$ cat src/sv/wwr_pkg.sv
// shared types, constants and helpers for the whole word replace stream
`timescale 1ns / 1ps

package wwr_pkg;

  localparam int unsigned WORD_MAX_DEF = 8;
  localparam int unsigned CHAR_W       = 8;
  localparam int unsigned LEN_W        = 4;
  localparam int unsigned SEQ_W        = 4;
  localparam int unsigned REPL_MAX     = 8;
  localparam int unsigned REPL_IDX_W   = 3;
  localparam int unsigned CFG_IDX_W    = 8;
  localparam int unsigned CFG_DATA_W   = 64;

  localparam logic [CHAR_W-1:0] CHAR_SPACE  = 8'h20;
  localparam logic [CHAR_W-1:0] CHAR_PERIOD = 8'h2e;
  localparam logic [CHAR_W-1:0] CHAR_COMMA  = 8'h2c;
  localparam logic [CHAR_W-1:0] CHAR_LPAREN = 8'h28;
  localparam logic [CHAR_W-1:0] CHAR_RPAREN = 8'h29;

  typedef enum logic [CFG_IDX_W-1:0] {
    CFG_PATTERN_TEXT       = 8'd0,
    CFG_PATTERN_LENGTH     = 8'd1,
    CFG_REPLACEMENT_TEXT   = 8'd2,
    CFG_REPLACEMENT_LENGTH = 8'd3
  } cfg_reg_e;

  typedef enum logic [1:0] {
    ST_IDLE,
    ST_DECIDE,
    ST_EMIT
  } ctrl_state_e;

  typedef enum logic [1:0] {
    FLUSH_NONE,
    FLUSH_BUFFER,
    FLUSH_WORD
  } flush_kind_e;

  typedef struct packed {
    logic accept;
    logic decide;
    logic emit;
  } ctrl_cmd_t;

  typedef struct packed {
    logic in_valid;
    logic out_room;
    logic seq_empty;
    logic emit_last;
  } dp_status_t;

  function automatic logic is_delim(input logic [CHAR_W-1:0] c);
    return (c == CHAR_SPACE) || (c == CHAR_PERIOD) || (c == CHAR_COMMA) ||
           (c == CHAR_LPAREN) || (c == CHAR_RPAREN);
  endfunction

endpackage

$ cat src/sv/wwr_stream_if.sv
// stream and configuration channel interfaces
`timescale 1ns / 1ps

interface wwr_in_if;
  logic                       valid;
  logic                       ready;
  logic [wwr_pkg::CHAR_W-1:0] in_char;
  logic                       in_last;
  modport source (output valid, in_char, in_last, input ready);
  modport sink (input valid, in_char, in_last, output ready);
endinterface

interface wwr_out_if;
  logic                       valid;
  logic                       ready;
  logic [wwr_pkg::CHAR_W-1:0] out_char;
  logic                       run_last;
  modport source (output valid, out_char, run_last, input ready);
  modport sink (input valid, out_char, run_last, output ready);
endinterface

interface wwr_cfg_if;
  logic                           valid;
  logic                           ready;
  logic [wwr_pkg::CFG_IDX_W-1:0]  index;
  logic [wwr_pkg::CFG_DATA_W-1:0] data;
  modport source (output valid, index, data, input ready);
  modport sink (input valid, index, data, output ready);
endinterface

$ cat src/sv/wwr_ctrl.sv
// controller state machine: accept, decide, emit sequencing
`timescale 1ns / 1ps

module wwr_ctrl (
  input  logic                clk_i,
  input  logic                rst_ni,
  input  wwr_pkg::dp_status_t status_i,
  output wwr_pkg::ctrl_cmd_t  cmd_o,
  output logic                in_ready_o
);

  wwr_pkg::ctrl_state_e state_q, state_d;

  always_ff @(posedge clk_i or negedge rst_ni) begin
    if (!rst_ni) begin
      state_q <= wwr_pkg::ST_IDLE;
    end else begin
      state_q <= state_d;
    end
  end

  always_comb begin
    in_ready_o    = (state_q == wwr_pkg::ST_IDLE);
    cmd_o.accept  = in_ready_o && status_i.in_valid;
    cmd_o.decide  = (state_q == wwr_pkg::ST_DECIDE);
    cmd_o.emit    = (state_q == wwr_pkg::ST_EMIT) && status_i.out_room;
  end

  always_comb begin
    state_d = state_q;
    case (state_q)
      wwr_pkg::ST_IDLE: begin
        if (status_i.in_valid) state_d = wwr_pkg::ST_DECIDE;
      end
      wwr_pkg::ST_DECIDE: begin
        state_d = status_i.seq_empty ? wwr_pkg::ST_IDLE : wwr_pkg::ST_EMIT;
      end
      wwr_pkg::ST_EMIT: begin
        if (status_i.out_room && status_i.emit_last) state_d = wwr_pkg::ST_IDLE;
      end
      default: begin
        state_d = wwr_pkg::ST_IDLE;
      end
    endcase
  end

endmodule

$ cat src/sv/wwr_datapath.sv
// datapath: config registers, word buffer, match compare and output register
`timescale 1ns / 1ps

module wwr_datapath #(
  parameter int unsigned WORD_MAX = wwr_pkg::WORD_MAX_DEF
) (
  input  logic                           clk_i,
  input  logic                           rst_ni,
  input  wwr_pkg::ctrl_cmd_t             cmd_i,
  output wwr_pkg::dp_status_t            status_o,
  input  logic                           in_valid_i,
  input  logic [wwr_pkg::CHAR_W-1:0]     in_char_i,
  input  logic                           in_last_i,
  output logic                           out_valid_o,
  input  logic                           out_ready_i,
  output logic [wwr_pkg::CHAR_W-1:0]     out_char_o,
  output logic                           run_last_o,
  input  logic                           cfg_valid_i,
  input  logic [wwr_pkg::CFG_IDX_W-1:0]  cfg_index_i,
  input  logic [wwr_pkg::CFG_DATA_W-1:0] cfg_data_i
);

  localparam int unsigned CHAR_W = wwr_pkg::CHAR_W;
  localparam int unsigned LEN_W  = wwr_pkg::LEN_W;
  localparam int unsigned SEQ_W  = wwr_pkg::SEQ_W;
  localparam int unsigned RIDX_W = wwr_pkg::REPL_IDX_W;
  localparam int unsigned IDX_W  = (WORD_MAX > 1) ? $clog2(WORD_MAX) : 1;
  localparam int unsigned CNT_W  = $clog2(WORD_MAX + 1);

  // configuration
  logic [wwr_pkg::CFG_DATA_W-1:0] pat_text_q, rep_text_q;
  logic [LEN_W-1:0]               pat_len_q, rep_len_q;

  always_ff @(posedge clk_i or negedge rst_ni) begin
    if (!rst_ni) begin
      pat_text_q <= '0;
      pat_len_q  <= LEN_W'(1);
      rep_text_q <= '0;
      rep_len_q  <= '0;
    end else if (cfg_valid_i) begin
      case (wwr_pkg::cfg_reg_e'(cfg_index_i))
        wwr_pkg::CFG_PATTERN_TEXT:       pat_text_q <= cfg_data_i;
        wwr_pkg::CFG_PATTERN_LENGTH:     pat_len_q  <= cfg_data_i[LEN_W-1:0];
        wwr_pkg::CFG_REPLACEMENT_TEXT:   rep_text_q <= cfg_data_i;
        wwr_pkg::CFG_REPLACEMENT_LENGTH: rep_len_q  <= cfg_data_i[LEN_W-1:0];
        default: ;
      endcase
    end
  end

  logic [LEN_W-1:0] plen_eff, rlen_eff;

  always_comb begin
    if (pat_len_q == '0) begin
      plen_eff = LEN_W'(1);
    end else if (pat_len_q > LEN_W'(WORD_MAX)) begin
      plen_eff = LEN_W'(WORD_MAX);
    end else begin
      plen_eff = pat_len_q;
    end
    rlen_eff = (rep_len_q > LEN_W'(wwr_pkg::REPL_MAX)) ? LEN_W'(wwr_pkg::REPL_MAX) : rep_len_q;
  end

  // word state
  logic [CHAR_W-1:0]    buf_q [WORD_MAX];
  logic [CNT_W-1:0]     count_q, count_d;
  logic                 pass_q, pass_d;
  logic                 buf_we;

  // per-request sequence description
  logic [CHAR_W-1:0]    tail_char_q, tail_char_d;
  logic                 tail_en_q, tail_en_d;
  wwr_pkg::flush_kind_e kind_q, kind_d;
  logic [CNT_W-1:0]     word_len_q, word_len_d;
  logic [LEN_W-1:0]     head_len_q, head_len_c;
  logic                 head_repl_q;
  logic [SEQ_W-1:0]     total_q, total_c;
  logic [SEQ_W-1:0]     idx_q;

  logic delim, is_long;

  always_comb begin
    delim   = wwr_pkg::is_delim(in_char_i);
    is_long = (LEN_W'(count_q) >= plen_eff);

    count_d     = count_q;
    pass_d      = pass_q;
    buf_we      = 1'b0;
    tail_char_d = in_char_i;
    tail_en_d   = 1'b1;
    kind_d      = wwr_pkg::FLUSH_NONE;
    word_len_d  = count_q;

    if (delim) begin
      kind_d  = pass_q ? wwr_pkg::FLUSH_NONE : wwr_pkg::FLUSH_WORD;
      count_d = '0;
      pass_d  = 1'b0;
    end else if (pass_q) begin
      kind_d = wwr_pkg::FLUSH_NONE;
    end else if (is_long) begin
      // word outgrew the pattern: flush it and pass the rest through
      kind_d  = wwr_pkg::FLUSH_BUFFER;
      count_d = '0;
      pass_d  = 1'b1;
    end else begin
      tail_en_d  = 1'b0;
      buf_we     = 1'b1;
      count_d    = count_q + CNT_W'(1);
      word_len_d = count_q + CNT_W'(1);
      kind_d     = in_last_i ? wwr_pkg::FLUSH_WORD : wwr_pkg::FLUSH_NONE;
    end

    if (in_last_i) begin
      count_d = '0;
      pass_d  = 1'b0;
    end
  end

  always_ff @(posedge clk_i or negedge rst_ni) begin
    if (!rst_ni) begin
      count_q <= '0;
      pass_q  <= 1'b0;
    end else if (cmd_i.accept) begin
      count_q <= count_d;
      pass_q  <= pass_d;
    end
  end

  always_ff @(posedge clk_i) begin
    if (cmd_i.accept && buf_we) begin
      buf_q[count_q[IDX_W-1:0]] <= in_char_i;
    end
  end

  always_ff @(posedge clk_i) begin
    if (cmd_i.accept) begin
      tail_char_q <= tail_char_d;
      tail_en_q   <= tail_en_d;
      kind_q      <= kind_d;
      word_len_q  <= word_len_d;
    end
  end

  // whole-word compare against the pattern
  logic mismatch, match;

  always_comb begin
    mismatch = 1'b0;
    for (int i = 0; i < WORD_MAX; i++) begin
      if ((CNT_W'(i) < word_len_q) && (buf_q[i] != pat_text_q[CHAR_W*i +: CHAR_W])) begin
        mismatch = 1'b1;
      end
    end
    match = (kind_q == wwr_pkg::FLUSH_WORD) && (LEN_W'(word_len_q) == plen_eff) && !mismatch;

    if (match) begin
      head_len_c = rlen_eff;
    end else if (kind_q != wwr_pkg::FLUSH_NONE) begin
      head_len_c = LEN_W'(word_len_q);
    end else begin
      head_len_c = '0;
    end
    total_c = SEQ_W'(head_len_c) + SEQ_W'(tail_en_q);
  end

  // emission sequencing and output register
  logic              out_valid_q;
  logic [CHAR_W-1:0] out_char_q, emit_char;
  logic              run_last_q;
  logic              emit_last;

  always_comb begin
    if (idx_q < SEQ_W'(head_len_q)) begin
      emit_char = head_repl_q ? rep_text_q[{idx_q[RIDX_W-1:0], 3'b000} +: CHAR_W]
                              : buf_q[idx_q[IDX_W-1:0]];
    end else begin
      emit_char = tail_char_q;
    end
    emit_last = (idx_q == total_q - SEQ_W'(1));
  end

  always_ff @(posedge clk_i) begin
    if (cmd_i.decide) begin
      head_len_q  <= head_len_c;
      head_repl_q <= match;
      total_q     <= total_c;
      idx_q       <= '0;
    end else if (cmd_i.emit) begin
      idx_q <= idx_q + SEQ_W'(1);
    end
  end

  always_ff @(posedge clk_i or negedge rst_ni) begin
    if (!rst_ni) begin
      out_valid_q <= 1'b0;
    end else if (cmd_i.emit) begin
      out_valid_q <= 1'b1;
    end else if (out_ready_i) begin
      out_valid_q <= 1'b0;
    end
  end

  always_ff @(posedge clk_i) begin
    if (cmd_i.emit) begin
      out_char_q <= emit_char;
      run_last_q <= emit_last;
    end
  end

  assign out_valid_o = out_valid_q;
  assign out_char_o  = out_char_q;
  assign run_last_o  = run_last_q;

  always_comb begin
    status_o.in_valid  = in_valid_i;
    status_o.out_room  = !out_valid_q || out_ready_i;
    status_o.seq_empty = (total_c == '0);
    status_o.emit_last = emit_last;
  end

endmodule

$ cat src/sv/whole_word_replace_stream.sv
// top level: whole word find and replace over a byte stream
// an accepted byte goes through the decide state, then one output byte per cycle while the output register has room
// a new byte is not accepted until the previous one has been decided and all of its result bytes emitted
// throughput is set by the single output register, one result byte per cycle while out_o.ready drains it
// next request is taken while the final result byte still waits in the output register
// reset clears word state, handshake state and config registers; the word buffer is not cleared
`timescale 1ns / 1ps

module whole_word_replace_stream #(
  parameter int unsigned WORD_MAX = wwr_pkg::WORD_MAX_DEF
) (
  input  logic       clk_i,
  input  logic       rst_ni,
  wwr_in_if.sink     in_i,
  wwr_out_if.source  out_o,
  wwr_cfg_if.sink    cfg_i
);

  wwr_pkg::ctrl_cmd_t  cmd;
  wwr_pkg::dp_status_t status;
  logic                in_ready;

  assign in_i.ready  = in_ready;
  assign cfg_i.ready = 1'b1;

  wwr_ctrl u_ctrl (
    .clk_i      (clk_i),
    .rst_ni     (rst_ni),
    .status_i   (status),
    .cmd_o      (cmd),
    .in_ready_o (in_ready)
  );

  wwr_datapath #(
    .WORD_MAX (WORD_MAX)
  ) u_datapath (
    .clk_i       (clk_i),
    .rst_ni      (rst_ni),
    .cmd_i       (cmd),
    .status_o    (status),
    .in_valid_i  (in_i.valid),
    .in_char_i   (in_i.in_char),
    .in_last_i   (in_i.in_last),
    .out_valid_o (out_o.valid),
    .out_ready_i (out_o.ready),
    .out_char_o  (out_o.out_char),
    .run_last_o  (out_o.run_last),
    .cfg_valid_i (cfg_i.valid),
    .cfg_index_i (cfg_i.index),
    .cfg_data_i  (cfg_i.data)
  );

endmodule
$ cat src/flat_wrapper.sv
// flat-port wrapper written by rule: the top's interface ports become plain ports
module whole_word_replace_stream_flat 
#(
  parameter int unsigned WORD_MAX = wwr_pkg::WORD_MAX_DEF
)
  (clk_i, rst_ni, in_i_valid, in_i_in_char, in_i_in_last, in_i_ready, out_o_valid, out_o_out_char, out_o_run_last, out_o_ready, cfg_i_valid, cfg_i_index, cfg_i_data, cfg_i_ready);
  wwr_in_if in_i_i ();
  wwr_out_if out_o_i ();
  wwr_cfg_if cfg_i_i ();
  input  logic clk_i;
  input  logic rst_ni;
  input wire logic [$bits(in_i_i.valid)-1:0] in_i_valid;
  input wire logic [$bits(in_i_i.in_char)-1:0] in_i_in_char;
  input wire logic [$bits(in_i_i.in_last)-1:0] in_i_in_last;
  output wire logic [$bits(in_i_i.ready)-1:0] in_i_ready;
  output wire logic [$bits(out_o_i.valid)-1:0] out_o_valid;
  output wire logic [$bits(out_o_i.out_char)-1:0] out_o_out_char;
  output wire logic [$bits(out_o_i.run_last)-1:0] out_o_run_last;
  input wire logic [$bits(out_o_i.ready)-1:0] out_o_ready;
  input wire logic [$bits(cfg_i_i.valid)-1:0] cfg_i_valid;
  input wire logic [$bits(cfg_i_i.index)-1:0] cfg_i_index;
  input wire logic [$bits(cfg_i_i.data)-1:0] cfg_i_data;
  output wire logic [$bits(cfg_i_i.ready)-1:0] cfg_i_ready;
  assign in_i_i.valid = in_i_valid;
  assign in_i_i.in_char = in_i_in_char;
  assign in_i_i.in_last = in_i_in_last;
  assign in_i_ready = in_i_i.ready;
  assign out_o_valid = out_o_i.valid;
  assign out_o_out_char = out_o_i.out_char;
  assign out_o_run_last = out_o_i.run_last;
  assign out_o_i.ready = out_o_ready;
  assign cfg_i_i.valid = cfg_i_valid;
  assign cfg_i_i.index = cfg_i_index;
  assign cfg_i_i.data = cfg_i_data;
  assign cfg_i_ready = cfg_i_i.ready;
  whole_word_replace_stream #(.WORD_MAX(WORD_MAX)) u_core (.clk_i(clk_i), .rst_ni(rst_ni), .in_i(in_i_i), .out_o(out_o_i), .cfg_i(cfg_i_i));
endmodule
$ cat config.mk
export PLATFORM = sky130hd
export DESIGN_NAME = whole_word_replace_stream_flat
export DESIGN_NICKNAME = d
export VERILOG_FILES = /design/src/sv/wwr_pkg.sv /design/src/sv/wwr_stream_if.sv /design/src/sv/wwr_ctrl.sv /design/src/sv/wwr_datapath.sv /design/src/sv/whole_word_replace_stream.sv /design/src/flat_wrapper.sv
export SDC_FILE = /design/constraint.sdc
export NUM_CORES = 1
export LEC_CHECK = 0
export ABC_AREA = 1
export ABC_CLOCK_PERIOD_IN_PS = 3300
export BUFFER_PORTS_ARGS = -buffer_cell sky130_fd_sc_hd__buf_2
export CAP_MARGIN = 20
export CORE_MARGIN = 2
export CORE_UTILIZATION = 45
export CTS_CLUSTER_DIAMETER = 120
export DETAILED_ROUTE_END_ITERATION = 10
export PLACE_DENSITY = 0.73
export SYNTH_ARGS = -nofsm -noshare
export SYNTH_HDL_FRONTEND = slang
export SYNTH_HIERARCHICAL = 1
export SYNTH_SLANG_ARGS = --single-unit
$ cat constraint.sdc
create_clock -name clk_i -period 3.3 [get_ports clk_i]
set_input_delay 0.66 -clock clk_i [delete_from_list [all_inputs] [get_ports clk_i]]
set_output_delay 0.66 -clock clk_i [all_outputs]
set_load 0.005 [all_outputs]
# Word-level counts from Yosys, hierarchy flattened
# Memories as Yosys holds them, arrays and structs flattened. A register that Yosys moved wholly into a read port is not among the register bits.
# Cells that the tools add are included.
# Widths: inputs -> output; s select.
dict set report totals {
  ramBits 64
  regBits 181
  out_inout_bits 12
  memories 1
  word_cells 137
}
dict set report classes {
  n_mux 44
  n_reduce_logical 33
  shift 1
  n_eq_ne 24
  n_lt_le_gt_ge 12
  addsub 4
}
# memory words width read_ports rd_ports_with_merged_regs wr line
set mem_list {}
lappend mem_list {u_core.u_datapath.buf_q 8 8 9 1 1 wwr_datapath.sv:65} ;# logic [CHAR_W-1:0] buf_q [WORD_MAX];
# op n
set ops {}
lappend ops {{$ne 8x8->1} 8}
lappend ops {{$shiftx 64x7->8} 1}
lappend ops {{$mux 4} 12}
lappend ops {{$eq 8x6->1 const B} 5}
lappend ops {{$mux 1} 19}
lappend ops {{$eq 8x2->1 const B} 2}
lappend ops {{$lt 3x4->1 const A} 4}
lappend ops {{$mux 2} 8}
lappend ops {{$mux 8} 2}
lappend ops {{$logic_and 1x1->1} 14}
lappend ops {{$reduce_and 2->1} 6}
lappend ops {{$add 4x1->4 const B} 2}
lappend ops {{$eq 4x4->1} 2}
lappend ops {{$eq 8x1->1 const B} 1}
lappend ops {{$gt 4x4->1 const B} 2}
lappend ops {{$logic_not 4->1} 2}
lappend ops {{$logic_not 8->1} 1}
lappend ops {{$lt 1x4->1 const A} 2}
lappend ops {{$lt 2x4->1 const A} 2}
lappend ops {{$mux 3} 2}
lappend ops {{$pmux 2 s3} 1}
lappend ops {{$logic_or 1x1->1} 5}
lappend ops {{$add 4x1->4} 1}
lappend ops {{$eq 2x2->1 const B} 2}
lappend ops {{10 further kinds} 12}

# Depth between registers and ports, before layout
# An unclocked memory read counts as a cell.
dict set report logic_depth {
  depth_word 18
  depth_mapped 25
}

# Cells and area by module
# Netlist, hierarchy kept.
# mod instances area_per_inst_um2 seq_area_each_um2 cells_each
set by_module_without_submodules {}
lappend by_module_without_submodules {wwr_datapath 1 11712.5 6607.6 1327}
lappend by_module_without_submodules {wwr_ctrl 1 107.6 50.0 14}
lappend by_module_without_submodules {whole_word_replace_stream 1 11.3 0.0 2}

# Worst setup path after synthesis
# No wires, ideal clock.
dict set report synth_timing {
  path_type {input port to flip-flop}
  startpoint {input in_i_valid}
  endpoint {memory u_core.u_datapath.buf_q[1][0] (enable)}
  cell_stages 6
  arrival_ns 3.113
  n_path_buf 1
  t_required_ns 2.917
  setup_slack_ns -0.196
  setup_time_ns 0.383
  cell_sequence {buf_4 nor3b_1 inv_1 nor2_2 inv_1 nor3_1}
}
# item line
set synth_lines {}
lappend synth_lines {{from (decl)} flat_wrapper.sv:12} ;# input wire logic [$bits(in_i_i.valid)-1:0] in_i_valid;
lappend synth_lines {{to (decl)} wwr_datapath.sv:65}

# Final worst setup path
dict set report layout_timing {
  startpoint {register u_core.u_datapath.pat_len_q[3]}
  endpoint {memory u_core.u_datapath.buf_q[1][0] (enable)}
}
dict set report layout_between {
  elab_chain_len 10
}
# item line
set layout_lines {}
lappend layout_lines {{from (decl)} wwr_datapath.sv:32} ;# logic [LEN_W-1:0] pat_len_q, rep_len_q;
lappend layout_lines {{from (signal assigned)} wwr_datapath.sv:43} ;# wwr_pkg::CFG_PATTERN_LENGTH: pat_len_q <= cfg_data_i[LEN_W-1:0];
lappend layout_lines {{$gt 4x4->1} wwr_datapath.sv:56} ;# end else if (pat_len_q > LEN_W'(WORD_MAX)) begin
lappend layout_lines {{$mux 4} wwr_datapath.sv:56}
lappend layout_lines {{$mux 4 (*)} wwr_datapath.sv:54} ;# if (pat_len_q == '0) begin
lappend layout_lines {{$ge 4x4->1 (*)} wwr_datapath.sv:84} ;# is_long = (LEN_W'(count_q) >= plen_eff);
lappend layout_lines {{$mux 1 (*)} wwr_datapath.sv:100} ;# end else if (is_long) begin
lappend layout_lines {{$mux 1 (*)} wwr_datapath.sv:98} ;# end else if (pass_q) begin
lappend layout_lines {{$mux 1 (*)} wwr_datapath.sv:94} ;# if (delim) begin
lappend layout_lines {{$logic_and 1x1->1 (*)} wwr_datapath.sv:130} ;# if (cmd_i.accept && buf_we) begin
lappend layout_lines {{$mux 1 (*)} wwr_datapath.sv:130}
lappend layout_lines {{$mux 1 (implied by the code) (*)} wwr_datapath.sv:131} ;# buf_q[count_q[IDX_W-1:0]] <= in_char_i;
# Mark *: on every way between the ends. The rest lies on a longest branch, timed or not.

==> results.tsv <==
stage	metric	value	unit
run_status	status	finished clean	
sta	Worst Skew	0.0206	ns
final_layout	FF+latch area	6660	sq um
final_layout	Final nets	1531	
clocking	clock slew seen by the registers of the worst setup and hold paths	0.06	ns
synthesis	Post-Synth XOR/XNOR Area	2.89	%
die	die width	166	um
sta	setup slack after layout	0.436	ns
synthesis	syn nets	1442	
sta	Least-Margin Pin Slew	1.03	ns
clocking	post-CTS setup buffers	0	
final_layout	fin cells	1788	
setup_path	Worst R2R Path Depth	15	
global_routing	vias in the first global route	9334	
synthesis	post-synth top area share	30.2	%
global_routing	initial antenna violation count	0	
sta	RSZ-0062 raised after global routing	false	
final_layout	Multi-input gate area	4210	sq um
synthesis	post-synth top area cell	dfrtp_1	
drt	DR pass1 iterations	7	
setup_path	Req. time, crit path	3.54	ns
die	Initial Util	45.7	%
die	core footprint	25900	sq um
synthesis	largest family of logic cells by synthesized area	simple AND/OR/NAND/NOR gates	
setup_path	Arr. time, crit path	3.10	ns
placed_design	dpl ws	0.496	ns
synthesis	Post-synth EDFFs	97	
placed_design	hpwl dp	23100	um
global_routing	maximum number of pins on one net before global-route repair	129	
clocking	CTS tree	done	
global_routing	total grt overflow	0	
placed_design	# port buffers	96	
clocking	clock root cell	clkbuf_16	
setup_path	CP Class	reg2reg	
clocking	CTS H-tree depth	1	
synthesis	Mapped Area	11800	sq um
drt	Avg Vias per Cell	5.31	
sta	minimum clock period after layout	2.86	ns
sta	relative slew slack	31.1	%
synthesis	ys flop type	dfrtp_1	
final_layout	share of cells above drive strength 1	13.0	%
clocking	hold_buf cts	0	
sta	Max Slew Vio Count	0	
die	Die Y	166	um
final_layout	FILL cells	2349	
final_layout	Area Overhead vs Synth	14.1	%
synthesis	sequential area share after synthesis	56.3	%
synthesis	Async S/R FF share, synth	58.1	%
die	Die Footprint	27600	sq um
final_layout	Finished Cell Area	13500	sq um
placed_design	gpl congestion	0.948	
synthesis	Synth Area in Compound Gates	13.5	%
setup_path	Max FO, Critical Path	8	
sta	count of final setup violators	0	
global_routing	Tot GR Track Use	23.4	%
setup_path	Critical Path Sink Type	register	
clocking	Sink Count	248	
die	Rows	59	
global_routing	first-pass GRT wire length	50700	um
synthesis	Post-Synth Simple-Gate Area	17.6	%
pwr	Lkg Pwr	6.23	nW
synthesis	largest cells by area after synthesis	dfrtp_1 (30%), edfxtp_1 (25%), nand2_1 (10%)	
synthesis	Mapped Cells	1343	
placed_design	placed cell areas	12600	sq um
drt	vias	9491	
drt	WL/cell	18.0	um
clocking	worst-skew pair later-pin latency	0.54	ns
sta	Max Freq	349	MHz
drt	Residual DRC	0	
final_layout	# diodes	0	
sta	Final Hold Fails	0	
synthesis	Synth cell types	44	
synthesis	number of synthesized register bits	248	
drt	routed wire length	32200	um
clocking	total CTS buffers	27	
synthesis	Post-Synth Adder-Cell Area	1.37	%
synthesis	synth warn	6	
worst_hold_path	worst min-delay path category	in2async	
pwr	pwr/cell area	705	nW/um^2
die	Ports	98	
placed_design	placed insts	1738	
drt	number of DRC markers in iteration 0	998	
sta	setup TNS	0	ns
flow_run	Max-Cap Viols	0	
synthesis	mux contribution to synthesized area	0	%
clocking	# resized after CTS	0	
sta	Final period util	86.8	%
clocking	Clock Tree Buf Depth	3	
drt	Antenna Violating Nets Remaining	0	
pwr	worst vdd ir	0.000456	V
synthesis	Avg Inst Size Synth	8.81	sq um
setup_path	Worst setup SP type	register	
metrics by stage:
stage	util [%]	total power, W	hold slack, ns
global route	52.1	0.00998	0.177
CTS	52.1	0.00950	0.146
finish	52.1	0.00952	0.112
detailed placement	48.8	0.00659	0.474
floorplan	-	0.00558	0.364
global placement	48.8	0.00655	0.469
cell usage after synthesis (2+ instances only):
| library cell | instances |
|---|---|
| nand2_1 | 319 |
| inv_1 | 177 |
| dfrtp_1 | 143 |
| nor2_1 | 128 |
| o21ai_1 | 121 |
| edfxtp_1 | 97 |
| o21ai_0 | 82 |
| nand3_1 | 34 |
| a21oi_1 | 27 |
| clkbuf_1 | 22 |
| xnor2_1 | 22 |
| buf_2 | 20 |
| xor2_1 | 17 |
| o211ai_1 | 14 |
| ha_1 | 13 |
| o221ai_1 | 13 |
| a31oi_1 | 9 |
| nor3_1 | 9 |
| nand2_2 | 8 |
| o21ai_2 | 8 |
| dfxtp_1 | 7 |
| o22ai_1 | 7 |
| buf_4 | 6 |
| buf_6 | 6 |
| inv_2 | 4 |
| nor2_2 | 4 |
| nor3b_1 | 3 |
| a211oi_1 | 2 |
| nand3b_1 | 2 |
| nand4_1 | 2 |
| o21a_1 | 2 |
| o21bai_1 | 2 |
| or2_2 | 2 |
layer usage:
layer	part of all wire (%)	GRT usage [%]	routed length [um]	vias to the layer above
met2	47	38.0	15100	407
met4	4.3	9.30	1370	0
met5	0	0	0	-
li1	-	-	-	4550
met3	8.0	4.05	2590	87
met1	41	31.5	13200	4447
state kept, by name, indices dropped and copies added, names as in the netlist, 2 cells and up, named ones only:
signal,flops
u_core/u_datapath/buf_q,64
u_core/u_datapath/pat_text_q,64
u_core/u_datapath/rep_text_q,64
u_core/u_datapath/out_char_o,8
u_core/u_datapath/tail_char_q,8
u_core/u_datapath/count_q,4
u_core/u_datapath/head_len_q,4
u_core/u_datapath/idx_q,4
u_core/u_datapath/pat_len_q,4
u_core/u_datapath/rep_len_q,4
u_core/u_datapath/total_q,4
u_core/u_datapath/word_len_q,4
u_core/u_ctrl/state_q,2
u_core/u_datapath/kind_q,2
worst max-delay path: stages (launching register included):
cell and delay [ns]:
dfrtp_1 0.40, inv_2 0.12, nand2_1 0.09, ha_1 0.30, inv_1 0.07, nor2_1 0.04, o21ai_1 0.11, nand2_1 0.06
a31oi_1 0.33, inv_1 0.18, nor2_4 0.19, inv_2 0.06, nor2_2 0.12, inv_1 0.09, nor3_1 0.20, buf_4 0.23
layout by cell type, fill, tap and decap left out, types with 2 or more instances in the layout:
master     count
nand3b_1       2
nand2_1      317
a21oi_1       27
dfrtp_1      143
or2_2          2
inv_2          4
o21bai_1       2
nor2_2         4
clkinv_2       4
nor3b_1        2
o21a_1         2
o21ai_0       82
ha_1          13
a211oi_1       2
buf_2         95
nand4_1        2
buf_12         4
nand3_1       34
clkbuf_1       9
inv_1        177
xnor2_1       22
o221ai_1      13
o21ai_2        8
clkbuf_8       8
o22ai_1        7
xor2_1        17
o21ai_1      121
buf_4         14
nand2_2        8
nor3_1         9
a31oi_1        9
nor2_1       128
o211ai_1      14
dfxtp_1        7
nor3b_2        2
clkbuf_16     27
edfxtp_1      97
nand2_4        2
final cells by class:
type | instances | share of cell area [%]
Clock buffer | 44 | 6.07
Tap cell | 335 | 3.10
Clock inverter | 6 | 0.278
Multi-Input combinational cell | 859 | 31.2
Sequential cell | 248 | 49.3
Inverter | 182 | 5.07
Timing Repair Buffer | 114 | 4.98
path summary, 6_finish.rpt:
path / startpoint / endpoint / slack (ns)
worst max-delay path: u_core/u_datapath/pat_len_q[3]$_DFFE_PN0P_ / u_core/u_datapath/buf_q[1][0]$_DFFE_PP_ / 0.44
worst min-delay path: rst_ni / u_core/u_datapath/rep_text_q[58]$_DFFE_PN0P_ / 0.11
worst max register to register: u_core/u_datapath/pat_len_q[3]$_DFFE_PN0P_ / u_core/u_datapath/buf_q[1][0]$_DFFE_PP_ / 0.44
worst min register to register: u_core/u_datapath/rep_len_q[2]$_DFFE_PN0P_ / u_core/u_datapath/rep_len_q[2]$_DFFE_PN0P_ / 0.49
max in group asynchronous: rst_ni / u_core/u_datapath/pat_len_q[0]$_DFFE_PN1P_ / 2.36
min in group clk_i: cfg_i_data[62] / u_core/u_datapath/pat_text_q[62]$_DFFE_PN0P_ / 0.38
power breakdown:
part / switching, W / internal [W]
Sequential: 0.000337 / 0.00364
Combinational: 0.00181 / 0.000840
Clock: 0.00121 / 0.00169
cell families (layout without fill, tap and decap cells):
| family | after synthesis | in the layout |
|---|---|---|
| xor+xnor | 39 | 39 |
| other cells | 1 | 1 |
| simple gates | 517 | 517 |
| fa+ha+maj | 13 | 13 |
| buf+inv | 236 | 346 |
| flops | 248 | 248 |
| compound gates | 289 | 289 |
No activity file was read; power rests on OpenSTA's default activity.
